<file path="config.mk">
export PLATFORM = sky130hd
export DESIGN_NAME = one_wire_bus_master
export DESIGN_NICKNAME = d
export VERILOG_FILES = /design/src/hdl/owbm_pkg.sv /design/src/hdl/owbm_queue.sv /design/src/hdl/owbm_front.sv /design/src/hdl/owbm_engine.sv /design/src/hdl/one_wire_bus_master.sv
export SDC_FILE = /design/constraint.sdc
export NUM_CORES = 1
export LEC_CHECK = 0
export BUFFER_PORTS_ARGS = -buffer_cell sky130_fd_sc_hd__buf_2
export CAP_MARGIN = 20
export CORE_ASPECT_RATIO = 1.75
export CORE_MARGIN = 3
export CORE_UTILIZATION = 63
export CTS_BUF_LIST = sky130_fd_sc_hd__clkbuf_16
export DETAILED_ROUTE_END_ITERATION = 16
export GPL_ROUTABILITY_DRIVEN = 0
export HOLD_SLACK_MARGIN = 0.15
export PLACE_DENSITY = 0.86
export SYNTH_ARGS = -nofsm -noshare
export SYNTH_HDL_FRONTEND = slang
export SYNTH_SLANG_ARGS = --single-unit
</file>
<file path="constraint.sdc">
create_clock -name clk -period 6.25 [get_ports clk]
set_input_delay 0.9375 -clock clk [delete_from_list [all_inputs] [get_ports clk]]
set_output_delay 0.9375 -clock clk [all_outputs]
set_load 0.02 [all_outputs]
</file>
<file path="src/hdl/owbm_pkg.sv">
// Shared types, codes and reset constants of the 1-wire bus master.
`default_nettype none
package owbm_pkg;

  localparam int READ_LOW_TICKS_DEF = 3;
  localparam int COUNT_BITS_DEF     = 10;
  localparam int QUEUE_DEPTH_DEF    = 2;
  localparam int CFG_ADDR_W         = 5;
  localparam int CFG_DATA_W         = 32;

  // input op codes
  localparam logic [1:0] OP_TICK  = 2'd0;
  localparam logic [1:0] OP_RESET = 2'd1;
  localparam logic [1:0] OP_WRITE = 2'd2;
  localparam logic [1:0] OP_READ  = 2'd3;

  // status codes
  localparam logic [1:0] STATUS_OK          = 2'd0;
  localparam logic [1:0] STATUS_NO_PRESENCE = 2'd1;
  localparam logic [1:0] STATUS_HELD_LOW    = 2'd2;

  // register indexes
  localparam logic [2:0] REG_RESET_LOW     = 3'd0;
  localparam logic [2:0] REG_RESET_RELEASE = 3'd1;
  localparam logic [2:0] REG_PRESENCE_WAIT = 3'd2;
  localparam logic [2:0] REG_PRESENCE_LOW  = 3'd3;
  localparam logic [2:0] REG_WRITE_SHORT   = 3'd4;
  localparam logic [2:0] REG_WRITE_LONG    = 3'd5;
  localparam logic [2:0] REG_READ_SAMPLE   = 3'd6;
  localparam logic [2:0] REG_READ_RECOVER  = 3'd7;

  // register reset values
  localparam logic [9:0] RESET_LOW_DEF     = 10'd650;
  localparam logic [7:0] RESET_RELEASE_DEF = 8'd20;
  localparam logic [9:0] PRESENCE_WAIT_DEF = 10'd200;
  localparam logic [9:0] PRESENCE_LOW_DEF  = 10'd240;
  localparam logic [7:0] WRITE_SHORT_DEF   = 8'd2;
  localparam logic [7:0] WRITE_LONG_DEF    = 8'd60;
  localparam logic [7:0] READ_SAMPLE_DEF   = 8'd12;
  localparam logic [7:0] READ_RECOVER_DEF  = 8'd50;

  typedef enum logic [1:0] {
    KIND_TICK,
    KIND_RESET,
    KIND_WRITE,
    KIND_READ
  } item_kind_t;

  typedef enum logic [3:0] {
    PH_IDLE       = 4'd0,
    PH_RST_LOW    = 4'd1,
    PH_RST_REL    = 4'd2,
    PH_PRES_WAIT  = 4'd3,
    PH_PRES_LOW   = 4'd4,
    PH_WR_LOW     = 4'd5,
    PH_WR_HIGH    = 4'd6,
    PH_RD_LOW     = 4'd7,
    PH_RD_WAIT    = 4'd8,
    PH_RD_RECOVER = 4'd9
  } phase_t;

  typedef struct packed {
    logic [9:0] reset_low_ticks;
    logic [7:0] reset_release_ticks;
    logic [9:0] presence_wait_limit;
    logic [9:0] presence_low_limit;
    logic [7:0] write_short_ticks;
    logic [7:0] write_long_ticks;
    logic [7:0] read_sample_ticks;
    logic [7:0] read_recover_ticks;
  } cfg_t;

  typedef struct packed {
    item_kind_t kind;
    logic [7:0] data_byte;
    logic       line_level;
  } item_t;

  typedef struct packed {
    logic full;
    logic empty;
  } q_status_t;

  typedef struct packed {
    logic       drive_low;
    logic       busy;
    logic       done;
    logic [1:0] status;
    logic [7:0] read_data;
  } result_t;

endpackage
`default_nettype wire

</file>
<file path="src/hdl/owbm_queue.sv">
// Short item queue between the classifying front and the bus engine.
`default_nettype none
module owbm_queue
  import owbm_pkg::*;
#(
  parameter int DEPTH = QUEUE_DEPTH_DEF
) (
  input  wire logic      clk,
  input  wire logic      rst,
  input  wire logic      push,
  input  wire item_t     push_item,
  input  wire logic      pop,
  output item_t          head,
  output q_status_t      q_status
);

  localparam int PTR_W = (DEPTH > 1) ? $clog2(DEPTH) : 1;
  localparam int CNT_W = $clog2(DEPTH + 1);

  item_t              slots [DEPTH];
  logic [PTR_W-1:0]   wr_ptr;
  logic [PTR_W-1:0]   rd_ptr;
  logic [CNT_W-1:0]   count;

  function automatic logic [PTR_W-1:0] ptr_inc(input logic [PTR_W-1:0] p);
    return (p == PTR_W'(DEPTH - 1)) ? '0 : p + 1'b1;
  endfunction

  always_ff @(posedge clk) begin
    if (push) begin
      slots[wr_ptr] <= push_item;
    end
  end

  always_ff @(posedge clk) begin
    if (rst) begin
      wr_ptr <= '0;
      rd_ptr <= '0;
      count  <= '0;
    end else begin
      if (push) wr_ptr <= ptr_inc(wr_ptr);
      if (pop)  rd_ptr <= ptr_inc(rd_ptr);
      if (push && !pop) begin
        count <= count + 1'b1;
      end else if (pop && !push) begin
        count <= count - 1'b1;
      end
    end
  end

  assign head           = slots[rd_ptr];
  assign q_status.full  = (count == CNT_W'(DEPTH));
  assign q_status.empty = (count == '0);

`ifndef SYNTHESIS
  a_no_pop_empty: assert property (@(posedge clk) disable iff (rst)
    pop |-> count != '0)
    else $error("queue popped while empty");
  a_count_bound: assert property (@(posedge clk) disable iff (rst)
    push |-> count != CNT_W'(DEPTH) || pop)
    else $error("queue pushed while full");
`endif

endmodule
`default_nettype wire

</file>
<file path="src/hdl/owbm_front.sv">
// Front end: accept input items, classify the op code and queue them.
`default_nettype none
module owbm_front
  import owbm_pkg::*;
(
  input  wire logic       item_valid,
  input  wire logic [1:0] op,
  input  wire logic [7:0] data_byte,
  input  wire logic       line_level,
  input  wire q_status_t  q_status,
  output logic            item_stall,
  output logic            push,
  output item_t           push_item
);

  item_kind_t kind;

  always_comb begin
    unique case (op)
      OP_TICK:  kind = KIND_TICK;
      OP_RESET: kind = KIND_RESET;
      OP_WRITE: kind = KIND_WRITE;
      OP_READ:  kind = KIND_READ;
      default:  kind = KIND_TICK;
    endcase
  end

  // hold the sender off while the queue has no free slot
  assign item_stall = q_status.full;
  assign push       = item_valid && !q_status.full;

  always_comb begin
    push_item.kind       = kind;
    // only a write carries a byte
    push_item.data_byte  = (kind == KIND_WRITE) ? data_byte : 8'd0;
    push_item.line_level = line_level;
  end

endmodule
`default_nettype wire

</file>
<file path="src/hdl/owbm_engine.sv">
// Back end: bus sequencer that carries out queued items and registers results.
`default_nettype none
module owbm_engine
  import owbm_pkg::*;
#(
  parameter int COUNT_BITS     = COUNT_BITS_DEF,
  parameter int READ_LOW_TICKS = READ_LOW_TICKS_DEF
) (
  input  wire logic      clk,
  input  wire logic      rst,
  input  wire cfg_t      cfg,
  input  wire item_t     head,
  input  wire q_status_t q_status,
  output logic           pop,
  input  wire logic      result_stall,
  output logic           result_valid,
  output result_t        result
);

  localparam int LIM_W = (COUNT_BITS > 10) ? COUNT_BITS : 10;
  localparam logic [COUNT_BITS-1:0] CNT_MAX = '1;

  phase_t                phase, phase_next;
  logic [COUNT_BITS-1:0] tick_count, tick_count_next;
  logic [2:0]            bit_index, bit_index_next;
  logic [7:0]            shift_byte, shift_byte_next;
  logic [1:0]            last_status, last_status_next;
  logic [7:0]            read_result, read_result_next;
  logic                  done_next;
  result_t               result_next;

  logic [LIM_W-1:0]      limit_sel;
  logic [LIM_W-1:0]      limit_clamp;
  logic [LIM_W-1:0]      limit_eff;
  logic [COUNT_BITS-1:0] count_base;
  logic [COUNT_BITS-1:0] count_inc;
  logic                  reached;
  logic                  cur_bit;
  logic [7:0]            sampled_byte;

  assign pop = !q_status.empty && (!result_valid || !result_stall);

  assign cur_bit      = shift_byte[bit_index];
  assign sampled_byte = shift_byte | (8'(head.line_level) << bit_index);

  // phase length for the current tick
  always_comb begin
    unique case (phase)
      PH_RST_LOW:    limit_sel = LIM_W'(cfg.reset_low_ticks);
      PH_RST_REL:    limit_sel = LIM_W'(cfg.reset_release_ticks);
      PH_PRES_WAIT:  limit_sel = head.line_level ? LIM_W'(cfg.presence_wait_limit)
                                                 : LIM_W'(cfg.presence_low_limit);
      PH_PRES_LOW:   limit_sel = LIM_W'(cfg.presence_low_limit);
      PH_WR_LOW:     limit_sel = cur_bit ? LIM_W'(cfg.write_short_ticks)
                                         : LIM_W'(cfg.write_long_ticks);
      PH_WR_HIGH:    limit_sel = cur_bit ? LIM_W'(cfg.write_long_ticks)
                                         : LIM_W'(cfg.write_short_ticks);
      PH_RD_LOW:     limit_sel = LIM_W'(READ_LOW_TICKS);
      PH_RD_WAIT:    limit_sel = LIM_W'(cfg.read_sample_ticks);
      PH_RD_RECOVER: limit_sel = LIM_W'(cfg.read_recover_ticks);
      default:       limit_sel = '0;
    endcase
  end

  // saturating tick counter; a presence pulse restarts the count at zero
  always_comb begin
    limit_clamp = (limit_sel > LIM_W'(CNT_MAX)) ? LIM_W'(CNT_MAX) : limit_sel;
    limit_eff   = (limit_clamp == '0) ? LIM_W'(1) : limit_clamp;
    count_base  = (phase == PH_PRES_WAIT && !head.line_level) ? '0 : tick_count;
    count_inc   = (count_base == CNT_MAX) ? count_base : count_base + 1'b1;
    reached     = (LIM_W'(count_inc) >= limit_eff);
  end

  // next state
  always_comb begin
    phase_next       = phase;
    tick_count_next  = tick_count;
    bit_index_next   = bit_index;
    shift_byte_next  = shift_byte;
    last_status_next = last_status;
    read_result_next = read_result;
    done_next        = 1'b0;
    if (head.kind != KIND_TICK) begin
      // commands start only from idle
      if (phase == PH_IDLE) begin
        bit_index_next  = 3'd0;
        tick_count_next = '0;
        case (head.kind)
          KIND_RESET: phase_next = PH_RST_LOW;
          KIND_WRITE: begin
            shift_byte_next = head.data_byte;
            phase_next      = PH_WR_LOW;
          end
          default: begin
            shift_byte_next = 8'd0;
            phase_next      = PH_RD_LOW;
          end
        endcase
      end
    end else begin
      unique case (phase)
        PH_IDLE: ;
        PH_RST_LOW: begin
          tick_count_next = count_inc;
          if (reached) begin
            phase_next      = (cfg.reset_release_ticks == 8'd0) ? PH_PRES_WAIT : PH_RST_REL;
            tick_count_next = '0;
          end
        end
        PH_RST_REL: begin
          tick_count_next = count_inc;
          if (reached) begin
            phase_next      = PH_PRES_WAIT;
            tick_count_next = '0;
          end
        end
        PH_PRES_WAIT: begin
          tick_count_next = count_inc;
          if (!head.line_level) phase_next = PH_PRES_LOW;
          if (reached) begin
            last_status_next = head.line_level ? STATUS_NO_PRESENCE : STATUS_HELD_LOW;
            phase_next       = PH_IDLE;
            tick_count_next  = '0;
            done_next        = 1'b1;
          end
        end
        PH_PRES_LOW: begin
          if (head.line_level) begin
            last_status_next = STATUS_OK;
            phase_next       = PH_IDLE;
            tick_count_next  = '0;
            done_next        = 1'b1;
          end else begin
            tick_count_next = count_inc;
            if (reached) begin
              last_status_next = STATUS_HELD_LOW;
              phase_next       = PH_IDLE;
              tick_count_next  = '0;
              done_next        = 1'b1;
            end
          end
        end
        PH_WR_LOW: begin
          tick_count_next = count_inc;
          if (reached) begin
            phase_next      = PH_WR_HIGH;
            tick_count_next = '0;
          end
        end
        PH_WR_HIGH: begin
          tick_count_next = count_inc;
          if (reached) begin
            tick_count_next = '0;
            if (bit_index == 3'd7) begin
              phase_next     = PH_IDLE;
              bit_index_next = 3'd0;
              done_next      = 1'b1;
            end else begin
              phase_next     = PH_WR_LOW;
              bit_index_next = bit_index + 3'd1;
            end
          end
        end
        PH_RD_LOW: begin
          tick_count_next = count_inc;
          if (reached) begin
            phase_next      = PH_RD_WAIT;
            tick_count_next = '0;
          end
        end
        PH_RD_WAIT: begin
          tick_count_next = count_inc;
          if (reached) begin
            shift_byte_next = sampled_byte;
            tick_count_next = '0;
            if (cfg.read_recover_ticks != 8'd0) begin
              phase_next = PH_RD_RECOVER;
            end else if (bit_index == 3'd7) begin
              phase_next       = PH_IDLE;
              bit_index_next   = 3'd0;
              read_result_next = sampled_byte;
              done_next        = 1'b1;
            end else begin
              phase_next     = PH_RD_LOW;
              bit_index_next = bit_index + 3'd1;
            end
          end
        end
        PH_RD_RECOVER: begin
          tick_count_next = count_inc;
          if (reached) begin
            tick_count_next = '0;
            if (bit_index == 3'd7) begin
              phase_next       = PH_IDLE;
              bit_index_next   = 3'd0;
              read_result_next = shift_byte;
              done_next        = 1'b1;
            end else begin
              phase_next     = PH_RD_LOW;
              bit_index_next = bit_index + 3'd1;
            end
          end
        end
        default: begin
          phase_next      = PH_IDLE;
          tick_count_next = '0;
        end
      endcase
    end
  end

  // outputs reflect the state after the item
  always_comb begin
    result_next.drive_low = (phase_next == PH_RST_LOW) || (phase_next == PH_WR_LOW) ||
                            (phase_next == PH_RD_LOW);
    result_next.busy      = (phase_next != PH_IDLE);
    result_next.done      = done_next;
    result_next.status    = last_status_next;
    result_next.read_data = read_result_next;
  end

  always_ff @(posedge clk) begin
    if (rst) begin
      phase        <= PH_IDLE;
      tick_count   <= '0;
      bit_index    <= 3'd0;
      shift_byte   <= 8'd0;
      last_status  <= STATUS_OK;
      read_result  <= 8'd0;
      result_valid <= 1'b0;
    end else begin
      if (pop) begin
        phase        <= phase_next;
        tick_count   <= tick_count_next;
        bit_index    <= bit_index_next;
        shift_byte   <= shift_byte_next;
        last_status  <= last_status_next;
        read_result  <= read_result_next;
        result_valid <= 1'b1;
      end else if (!result_stall) begin
        result_valid <= 1'b0;
      end
    end
  end

  always_ff @(posedge clk) begin
    if (pop) result <= result_next;
  end

`ifndef SYNTHESIS
  a_drive_busy: assert property (@(posedge clk) disable iff (rst)
    result_valid && result.drive_low |-> result.busy)
    else $error("line driven low outside a command");
  a_done_idle: assert property (@(posedge clk) disable iff (rst)
    result_valid && result.done |-> !result.busy)
    else $error("done reported while still busy");
  a_idle_clean: assert property (@(posedge clk) disable iff (rst)
    phase == PH_IDLE |-> tick_count == '0 && bit_index == 3'd0)
    else $error("idle with stale counters");
`endif

endmodule
`default_nettype wire

</file>
<file path="src/hdl/one_wire_bus_master.sv">
// Top level of the 1-wire bus master: register file and front/queue/engine.
//
// Usage: the item channel (item_valid/item_stall) carries one op per transfer:
// a tick (op 0) with the sampled line level, or a command (reset with
// presence check, write byte, read byte) that starts only while idle;
// commands given while busy are dropped. Each accepted item yields exactly
// one transfer on the result channel (result_valid/result_stall) with the
// line drive, busy, done pulse, last reset status and last read byte.
// Throughput: one item per clock while result_stall is low. An accepted item is
// registered in the queue entry and then in the result register before its transfer.
// A two-entry queue parts the front from the engine and the result register
// parts the engine from the receiver: while result_stall is high the result
// holds, the queue fills, and item_stall rises once both entries are taken.
// Timing registers are written over the APB port at byte address 4*index;
// write them only while idle. Synchronous reset returns the sequencer to
// idle, empties the queue and restores the register defaults.
`default_nettype none
module one_wire_bus_master
  import owbm_pkg::*;
#(
  parameter int READ_LOW_TICKS = READ_LOW_TICKS_DEF,
  parameter int COUNT_BITS     = COUNT_BITS_DEF
) (
  input  wire logic                  clk,
  input  wire logic                  rst,
  input  wire logic                  psel,
  input  wire logic                  penable,
  input  wire logic                  pwrite,
  input  wire logic [CFG_ADDR_W-1:0] paddr,
  input  wire logic [CFG_DATA_W-1:0] pwdata,
  output logic      [CFG_DATA_W-1:0] prdata,
  output logic                       pready,
  input  wire logic                  item_valid,
  output logic                       item_stall,
  input  wire logic [1:0]            op,
  input  wire logic [7:0]            data_byte,
  input  wire logic                  line_level,
  output logic                       result_valid,
  input  wire logic                  result_stall,
  output logic                       drive_low,
  output logic                       busy_res,
  output logic                       done_res,
  output logic [1:0]                 status,
  output logic [7:0]                 read_data
);

  cfg_t       cfg;
  logic [2:0] reg_index;
  logic       reg_write;
  logic       push;
  logic       pop;
  item_t      push_item;
  item_t      head;
  q_status_t  q_status;
  result_t    result;

  // register file: zero-wait APB, write on the access phase
  assign pready    = 1'b1;
  assign reg_index = paddr[4:2];
  assign reg_write = psel && penable && pwrite && pready;

  always_ff @(posedge clk) begin
    if (rst) begin
      cfg.reset_low_ticks     <= RESET_LOW_DEF;
      cfg.reset_release_ticks <= RESET_RELEASE_DEF;
      cfg.presence_wait_limit <= PRESENCE_WAIT_DEF;
      cfg.presence_low_limit  <= PRESENCE_LOW_DEF;
      cfg.write_short_ticks   <= WRITE_SHORT_DEF;
      cfg.write_long_ticks    <= WRITE_LONG_DEF;
      cfg.read_sample_ticks   <= READ_SAMPLE_DEF;
      cfg.read_recover_ticks  <= READ_RECOVER_DEF;
    end else if (reg_write) begin
      unique case (reg_index)
        REG_RESET_LOW:     cfg.reset_low_ticks     <= pwdata[9:0];
        REG_RESET_RELEASE: cfg.reset_release_ticks <= pwdata[7:0];
        REG_PRESENCE_WAIT: cfg.presence_wait_limit <= pwdata[9:0];
        REG_PRESENCE_LOW:  cfg.presence_low_limit  <= pwdata[9:0];
        REG_WRITE_SHORT:   cfg.write_short_ticks   <= pwdata[7:0];
        REG_WRITE_LONG:    cfg.write_long_ticks    <= pwdata[7:0];
        REG_READ_SAMPLE:   cfg.read_sample_ticks   <= pwdata[7:0];
        REG_READ_RECOVER:  cfg.read_recover_ticks  <= pwdata[7:0];
        default: ;
      endcase
    end
  end

  // read back, zero-extended to the bus width
  always_comb begin
    unique case (reg_index)
      REG_RESET_LOW:     prdata = CFG_DATA_W'(cfg.reset_low_ticks);
      REG_RESET_RELEASE: prdata = CFG_DATA_W'(cfg.reset_release_ticks);
      REG_PRESENCE_WAIT: prdata = CFG_DATA_W'(cfg.presence_wait_limit);
      REG_PRESENCE_LOW:  prdata = CFG_DATA_W'(cfg.presence_low_limit);
      REG_WRITE_SHORT:   prdata = CFG_DATA_W'(cfg.write_short_ticks);
      REG_WRITE_LONG:    prdata = CFG_DATA_W'(cfg.write_long_ticks);
      REG_READ_SAMPLE:   prdata = CFG_DATA_W'(cfg.read_sample_ticks);
      REG_READ_RECOVER:  prdata = CFG_DATA_W'(cfg.read_recover_ticks);
      default:           prdata = '0;
    endcase
  end

  // classify incoming items and push them into the queue
  owbm_front u_front (
    .item_valid (item_valid),
    .op         (op),
    .data_byte  (data_byte),
    .line_level (line_level),
    .q_status   (q_status),
    .item_stall (item_stall),
    .push       (push),
    .push_item  (push_item)
  );

  owbm_queue #(
    .DEPTH (QUEUE_DEPTH_DEF)
  ) u_queue (
    .clk       (clk),
    .rst       (rst),
    .push      (push),
    .push_item (push_item),
    .pop       (pop),
    .head      (head),
    .q_status  (q_status)
  );

  // advance the bus sequence one item per pop
  owbm_engine #(
    .COUNT_BITS     (COUNT_BITS),
    .READ_LOW_TICKS (READ_LOW_TICKS)
  ) u_engine (
    .clk          (clk),
    .rst          (rst),
    .cfg          (cfg),
    .head         (head),
    .q_status     (q_status),
    .pop          (pop),
    .result_stall (result_stall),
    .result_valid (result_valid),
    .result       (result)
  );

  assign drive_low = result.drive_low;
  assign busy_res  = result.busy;
  assign done_res  = result.done;
  assign status    = result.status;
  assign read_data = result.read_data;

endmodule
`default_nettype wire
</file>
# Word-level counts from Yosys, hierarchy flattened
# Memory sizes are Yosys's and may differ from the RTL's. A register that Yosys moved wholly into a read port is not among the register bits.
# Index checks and enable logic that the tools add are counted.
[word_totals]
register_bits = 123
mem_bits_rw = 22
inputBits = 55
memories = 1
[memory_table]
columns = ["name", "depth", "width", "read_ports", "rd_ports_with_merged_regs", "wr", "line_no", "source"]
rows = [
  ["u_queue.slots", 2, 11, 1, 1, 1, "owbm_queue.sv:20", "item_t slots [DEPTH];"],
]
[classes]
addsub = 6
magnitude_cmp = 3
n_eq_ne = 35
shift = 1
muxes = 79
n_bitwise = 1
n_reduce_logical = 43
[op_table]
columns = ["op", "count"]
rows = [
  ["32-bit case mux with 8 select lines", 1],
  ["8-bit two-way mux", 13],
  ["10-bit two-way mux", 9],
  ["10-bit case mux with 9 select lines", 1],
  ["4-bit two-way mux", 14],
  ["4-bit case mux with 10 select lines", 1],
  ["8-bit case mux with 2 select lines", 2],
  ["10-bit case mux with 3 select lines", 1],
  ["4-bit by 3-bit == test with 1-bit output, second input constant", 6],
  ["3-bit two-way mux", 8],
  ["1-bit two-way mux", 16],
  ["2-bit AND reduction", 8],
  ["3-bit == test, second input constant", 5],
  ["2-bit two-way mux", 7],
  ["3-bit case mux with 2 select lines", 2],
  ["10-bit by 1-bit adder with 10-bit output, second input constant", 1],
  ["10-bit == test, second input constant", 1],
  ["2-bit == test, second input constant", 5],
  ["10-bit greater-or-equal comparator", 1],
  ["10-bit greater-than comparator, second input constant", 1],
  ["10-bit zero test", 1],
  ["4-bit by 1-bit == test with 1-bit output, second input constant", 2],
  ["4-bit by 2-bit == test with 1-bit output, second input constant", 2],
  ["4-bit == test, second input constant", 2],
  ["34 further kinds", 58],
]

# Logic depth before layout (Yosys ltp)
[logic_depth]
word_depth = 16
ltp_mapped = 22
mapped_depth_nobuf = 18

# Hierarchy
# Synthesis repeated with hierarchy kept, for this count alone.
[unflattened]
hier_cells = 993
area_unflattened_um2 = 8489.4
[modules_own_cells]
columns = ["mod", "instances", "cells_per_inst", "area_each_um2", "seq_area_each_um2"]
rows = [
  ["owbm_engine", 1, 495, 3950.0, 1111.1],
  ["one_wire_bus_master", 1, 429, 3443.3, 1401.3],
  ["owbm_queue", 1, 56, 997.2, 760.7],
  ["owbm_front", 1, 13, 98.8, 0.0],
]

# Worst setup path after synthesis
# No wires, ideal clock.
[synth_path]
kind = "register to register"
startpoint = "register with a tool-made name"
endpoint = "register u_engine.result[11] (netlist name)"
t_arrival_ns = 4.015
required_time_ns = 5.972
setup_slack_ns = 1.957
path_stages_with_launch = 22
synth_period_minus_slack_ns = 4.293
path_cell_list = "dfxtp_1 -> clkbuf_1 -> mux2i_2 -> nand2b_1 -> clkbuf_1 -> and2_1 -> ha_1 -> nand2_1 -> or3_1 -> buf_2 -> nand4_1 -> xor2_1 -> nor2_1 -> ha_1 -> a21o_1 -> a21oi_1 -> o221ai_1 -> a21oi_1 -> buf_2 -> a21boi_0 -> o221ai_1 -> nand4b_1"

# Worst setup path after layout
[layout_path]
startpoint = "register u_engine.bit_index[0]"
endpoint = "register u_engine.read_result[3]"
[layout_between]
elab_chain_len = 12
elab_cells_between_ends = 20
cone_classes = "2 x order compare; 1 x eq/ne; 1 x shift; 14 x mux; 1 x bitwise; 1 x reduce/logical"
[layout_rtl]
columns = ["item", "line_no", "source"]
rows = [
  ["start: declaration", "owbm_engine.sv:25", "logic [2:0] bit_index, bit_index_next;"],
  ["start signal: assignment", "owbm_engine.sv:235", "bit_index <= bit_index_next;"],
  ["1-bit binary-select mux with 3-bit select", "owbm_engine.sv:43", "assign cur_bit = shift_byte[bit_index];"],
  ["1-bit two-way mux (not written as such)", "owbm_engine.sv:43", ""],
  ["8-bit two-way mux (on tied branches)", "owbm_engine.sv:56, owbm_engine.sv:54", ""],
  ["10-bit case mux with 9 select lines", "owbm_engine.sv:48", "unique case (phase)"],
  ["10-bit greater-than comparator", "owbm_engine.sv:67", "limit_clamp = (limit_sel > LIM_W'(CNT_MAX)) ? LIM_W'(CNT_MAX) : limit_sel;"],
  ["10-bit two-way mux", "owbm_engine.sv:67", ""],
  ["10-bit zero test", "owbm_engine.sv:68", "limit_eff = (limit_clamp == '0) ? LIM_W'(1) : limit_clamp;"],
  ["10-bit two-way mux", "owbm_engine.sv:68", ""],
  ["10-bit greater-or-equal comparator", "owbm_engine.sv:71", "reached = (LIM_W'(count_inc) >= limit_eff);"],
  ["8-bit two-way mux (on tied branches)", "owbm_engine.sv:191, owbm_engine.sv:173", ""],
  ["8-bit case mux with 2 select lines (*)", "owbm_engine.sv:101", "unique case (phase)"],
  ["8-bit two-way mux (*)", "owbm_engine.sv:83", "if (head.kind != KIND_TICK) begin"],
  ["via u_engine.read_result_next[3]", "owbm_engine.sv:28", "logic [7:0] read_result, read_result_next;"],
  ["end signal: assignment", "owbm_engine.sv:238", "read_result <= read_result_next;"],
  ["end: declaration", "owbm_engine.sv:28", ""],
]
# The timed path passes the listed nets; every way through them passes the cells marked *. The select of a mux whose other input is x is not followed.
# A chain may end at the register's enable or synchronous reset.

==> tab_implementation.tex <==
\begin{tabular}{lr}
\hline
Metric & Value \\
\hline
\multicolumn{2}{l}{\textbf{Timing}} \\
\quad Part of the cycle the worst path needs & slightly below 90\% \\
\quad Setup violations, final & 0 \\
\quad Fin worst setup slack & 0.6973 ns \\
\quad Fmax & 180.1 MHz \\
\quad Worst-Margin Slew & roughly 0.96 ns \\
\quad Setup tns final & 0 ns \\
\quad Time the final worst path needs with I/O delays and setup & 5.553 ns \\
\quad Number of hold violations in the final report & 0 \\
\quad Count of pins over their slew limit & 0 \\
\quad Setup clock skew after layout & roughly 0.01 ns \\
\quad Rel. slew slack & 34.34\% \\
\quad RSZ-0062 raised after global routing & false \\
\multicolumn{2}{l}{\textbf{Clock network}} \\
\quad Postcts setup bufs & 0 \\
\quad Number of clock sinks seen by CTS & 146 \\
\quad Clock Tree Root & sky130\_fd\_sc\_hd\_\_clkbuf\_16 \\
\quad Clock-pin slew of the registers on the worst-case setup and hold paths & 0.07 ns \\
\quad Worst-skew pair later-pin latency & about 0.43 ns \\
\quad H-tree levels & 4 \\
\quad Number of buffers on the longest clock path & 2 \\
\quad Number of hold-repair buffers added at the cts stage & 0 \\
\quad PostCTS Resize Cnt & 0 \\
\quad Number of clock buffers inserted by TritonCTS & 17 \\
\quad CTS tree & done \\
\multicolumn{2}{l}{\textbf{Synthesis}} \\
\quad Cell types occupying the most area after synthesis & sky130\_fd\_sc\_hd\_\_dfxtp\_1, sky130\_fd\_sc\_hd\_\_edfxtp\_1, sky130\_fd\_sc\_hd\_\_mux2i\_1 \\
\quad Most area-hungry cell type in the Yosys netlist & sky130\_fd\_sc\_hd\_\_dfxtp\_1 \\
\quad Post-synthesis cell type count & 81 \\
\quad Yosys reg bits & approximately 150 \\
\quad Proportion of synthesized flip-flops having asynchronous set or reset & 0\% \\
\quad Yosys warnings & 0 \\
\quad Flip-flop cell with the highest count after synthesis & sky130\_fd\_sc\_hd\_\_dfxtp\_1 \\
\quad Part of the Yosys area used for sequential elements & around two fifths \\
\quad Number of enable-type register cells in the synthesized netlist & 35 \\
\quad Syn\_area\_per\_cell & 9.020 um2 \\
\quad Area of the mapped netlist & around 0.0084 mm2 \\
\quad Area share of the leading cell type in the synthesized netlist & between 20\% and 30\% \\
\quad Cells after synthesis & 927 \\
\multicolumn{2}{l}{\textbf{Layout}} \\
\quad Most frequent standard cell in the layout excluding fill and tap cells & sky130\_fd\_sc\_hd\_\_dfxtp\_1 \\
\quad Area of the multi-input gates & $\sim$0.0046 mm2 \\
\quad Fraction of layout instances using a drive strength above 1 & 15.98\% \\
\quad Filler cell count & about 1000 \\
\quad Area used by sequential logic in the layout & 0.003273 mm2 \\
\quad Number of cells in the finished layout apart from fillers & 1142 \\
\quad Synth-to-layout area growth & 11.04\% \\
\quad Top library cells by usage in the layout, fill and taps aside & sky130\_fd\_sc\_hd\_\_dfxtp\_1, sky130\_fd\_sc\_hd\_\_nand2\_1, sky130\_fd\_sc\_hd\_\_nor2\_1 \\
\quad Net total in the final layout & 1030 \\
\quad Final Instance Area & 0.009285 mm2 \\
\multicolumn{2}{l}{\textbf{Worst hold path}} \\
\quad Worst Hold Depth & 2 \\
\quad Hold Path Class & reg -> reg \\
\quad Launch point of the worst hold path & cfg[65] \\
\quad Worst hold endpoint & cfg[65] \\
\multicolumn{2}{l}{\textbf{Drt}} \\
\quad Number of iterations in the first detailed-routing pass & 6 \\
\quad Wire length reported by the detailed router & 23630 um \\
\quad Ratio of routed vias to standard cells & 6.646 \\
\quad Number of DRC violations after detailed-routing iteration 0 & 867 \\
\quad Residual DRC count & 0 \\
\quad Via count of the routed design & 7590 \\
\quad Average detailed-routed wire length per instance & between 20 and 25 um \\
\quad Residual antenna-violating net count after detailed routing & 0 \\
\multicolumn{2}{l}{\textbf{Worst setup path}} \\
\quad Startpoint of the most critical register-to-register path & u\_engine.bit\_index[0] \\
\quad Cell Chain, Critical Path & mux4\_2 > mux2i\_4 > mux2i\_1 > a2111oi\_0 > o31ai\_1 > ha\_1 > nand2b\_1 > a21oi\_1 > o221a\_2 > o21ai\_0 > nand4\_1 > a32o\_1 > o211a\_1 \\
\quad Worst Setup Path Type & reg -> reg \\
\quad Largest stage delay on the critical path & 0.93 ns \\
\quad Path depth of the worst reg2reg path & 13 \\
\quad Worst endpoint required time & $\sim$6.6 ns \\
\quad Reg-to-reg setup timing slack & 0.70 ns \\
\quad Standard cell with the maximum stage delay on the critical path & sky130\_fd\_sc\_hd\_\_a2111oi\_0 \\
\quad Critical Path Fanout Max & 12 \\
\quad Type of destination of the critical path & flop \\
\quad Data arrival time of the critical path & 5.87 ns \\
\quad Endpoint of the lowest-slack register-to-register path & u\_engine.read\_result[3] \\
\quad Setup crit start kind & flop \\
\multicolumn{2}{l}{\textbf{GRT}} \\
\quad Gr usage total & around 33\% \\
\quad Antenna violations before repair & 1 \\
\quad Number of global-route vias before repair & between 7000 and 8000 \\
\quad Grt total ovfl & 0 \\
\quad Maximum number of pins on one net before global-route repair & 83 \\
\quad Global-route wire length before repair & about 37000 um \\
\multicolumn{2}{l}{\textbf{Placed design}} \\
\quad Cell area after placement & 0.008635 mm2 \\
\quad Placed Cells & 1105 \\
\quad Pre-CTS setup slack & 0.9627 ns \\
\quad Count of buffers inserted at the top-level ports & 55 \\
\quad Half-perimeter wire length of the detailed placement result & roughly 16000 um \\
\multicolumn{2}{l}{\textbf{Floorplan}} \\
\quad Floorplan die width & 93.09 um \\
\quad Core Rows & 55 \\
\quad Number of top-level pins & a little over 100 \\
\quad Die outline height & 158.4 um \\
\quad Placeable core region & 0.01294 mm2 \\
\quad Die outline area & 0.01475 mm2 \\
\quad Initial cell density of the core & 64.63\% \\
\multicolumn{2}{l}{\textbf{Pwr}} \\
\quad Overall power consumption & approximately 3.8 mW \\
\quad Power density normalized to cell area & around 410 mW/mm2 \\
\quad Worst voltage drop across the vdd grid & 223.1 uV \\
\quad Leakage power of the design & 3.491 nW \\
\multicolumn{2}{l}{\textbf{Outcome}} \\
\quad Status & complete, no violations \\
\multicolumn{2}{l}{\textbf{Flow run}} \\
\quad Number of maximum-capacitance constraint violations & 0 \\
\hline
\end{tabular}
## power breakdown
part           internal, mW  total [mW]  leakage [nW]  switching, mW
clock network         0.609        1.07         0.297          0.456
registers              1.10        1.19          1.24         0.0892
logic                 0.514        1.51          1.96          0.997
total                  2.22        3.77          3.49           1.54
## Yosys cell counts, types with 16 or more instances
master and instances:
sky130_fd_sc_hd__inv_1 22, sky130_fd_sc_hd__dfxtp_1 111, sky130_fd_sc_hd__mux2i_1 81, sky130_fd_sc_hd__buf_1 17, sky130_fd_sc_hd__a21oi_1 57, sky130_fd_sc_hd__buf_4 24, sky130_fd_sc_hd__ha_1 18, sky130_fd_sc_hd__mux2_2 20
sky130_fd_sc_hd__clkbuf_1 35, sky130_fd_sc_hd__edfxtp_1 35, sky130_fd_sc_hd__nand3_1 16, sky130_fd_sc_hd__nand2_1 106, sky130_fd_sc_hd__nor2_1 103, sky130_fd_sc_hd__o21ai_0 37
## routing by layer
layer | global-route usage, % | share of wire (%)
met4 | 27.04 | 8.6
met3 | 5.296 | 7.0
met2 | 56.41 | 50
met5 | 0 | 0
met1 | 34.47 | 34
## kinds of logic after synthesis
kind of cell             share of synthesized area, %
AND/OR/NAND/NOR                                 17.91
AO/OA/AOI/OAI                                   16.55
flip-flops                                      39.14
multiplexers                                    16.10
buffers and inverters                           6.359
adder cells (fa/ha/maj)                         2.693
XOR/XNOR                                        1.152
other                                         0.08981
## layout make-up
type                       instances  share of cell area, %
multi-input combinational        690                  49.93
sequential                       146                  35.25
timing repair buffer              78                  4.905
clock buffer                      17                  4.582
tap                              171                  2.304
clock inverter                    15                  2.035
inverter                          24                 0.9702
antenna                            1                0.02695
## sequential cells by signal, summed over array words and instances (netlist names), 2 cells and up, named ones only
| register | count |
|---|---|
| u_engine.read_result | 8 |
| u_engine.phase | 4 |
| cfg | 70 |
| u_queue.slots | 22 |
| u_engine.shift_byte | 8 |
| u_engine.tick_count | 10 |
| u_engine.last_status | 2 |
| u_queue.count | 2 |
| u_engine.result | 13 |
| u_engine.bit_index | 3 |
## stage by stage
stage | util [%] | hold slack (ns)
after floorplan | - | 0.4460
after global placement | 66.60 | 0.4620
after detailed placement | 66.74 | 0.4666
after CTS | 71.49 | 0.4755
after global routing | 71.77 | 0.5003
final | 71.77 | 0.4803
## how the worst max path moves through the flow
stage                                    to  slack (ns)  depth (start not counted)                  start
finish              u_engine.read_result[3]        0.70                         13  u_engine.bit_index[0]
global route             u_engine.result[6]        0.31                         18      u_engine.phase[1]
CTS                 u_engine.read_result[3]        0.88                         18      u_engine.phase[1]
detailed placement  u_engine.read_result[3]        0.96                         18      u_engine.phase[1]
global placement     u_engine.shift_byte[3]        0.98                         13  u_engine.bit_index[0]
floorplan               u_engine.result[11]        1.96                         21                   flop
## worst max-delay path: cells and delay by family, from the launching register on
family | cells | cell delay, ns
multiplexers | 3 | 1.19
adder cells (fa/ha/maj) | 1 | 0.32
flip-flops | 1 | 0.58
AND/OR/NAND/NOR | 2 | 0.65
AO/OA/AOI/OAI | 7 | 2.71
Note: power is estimated with default switching activity, not from simulation.
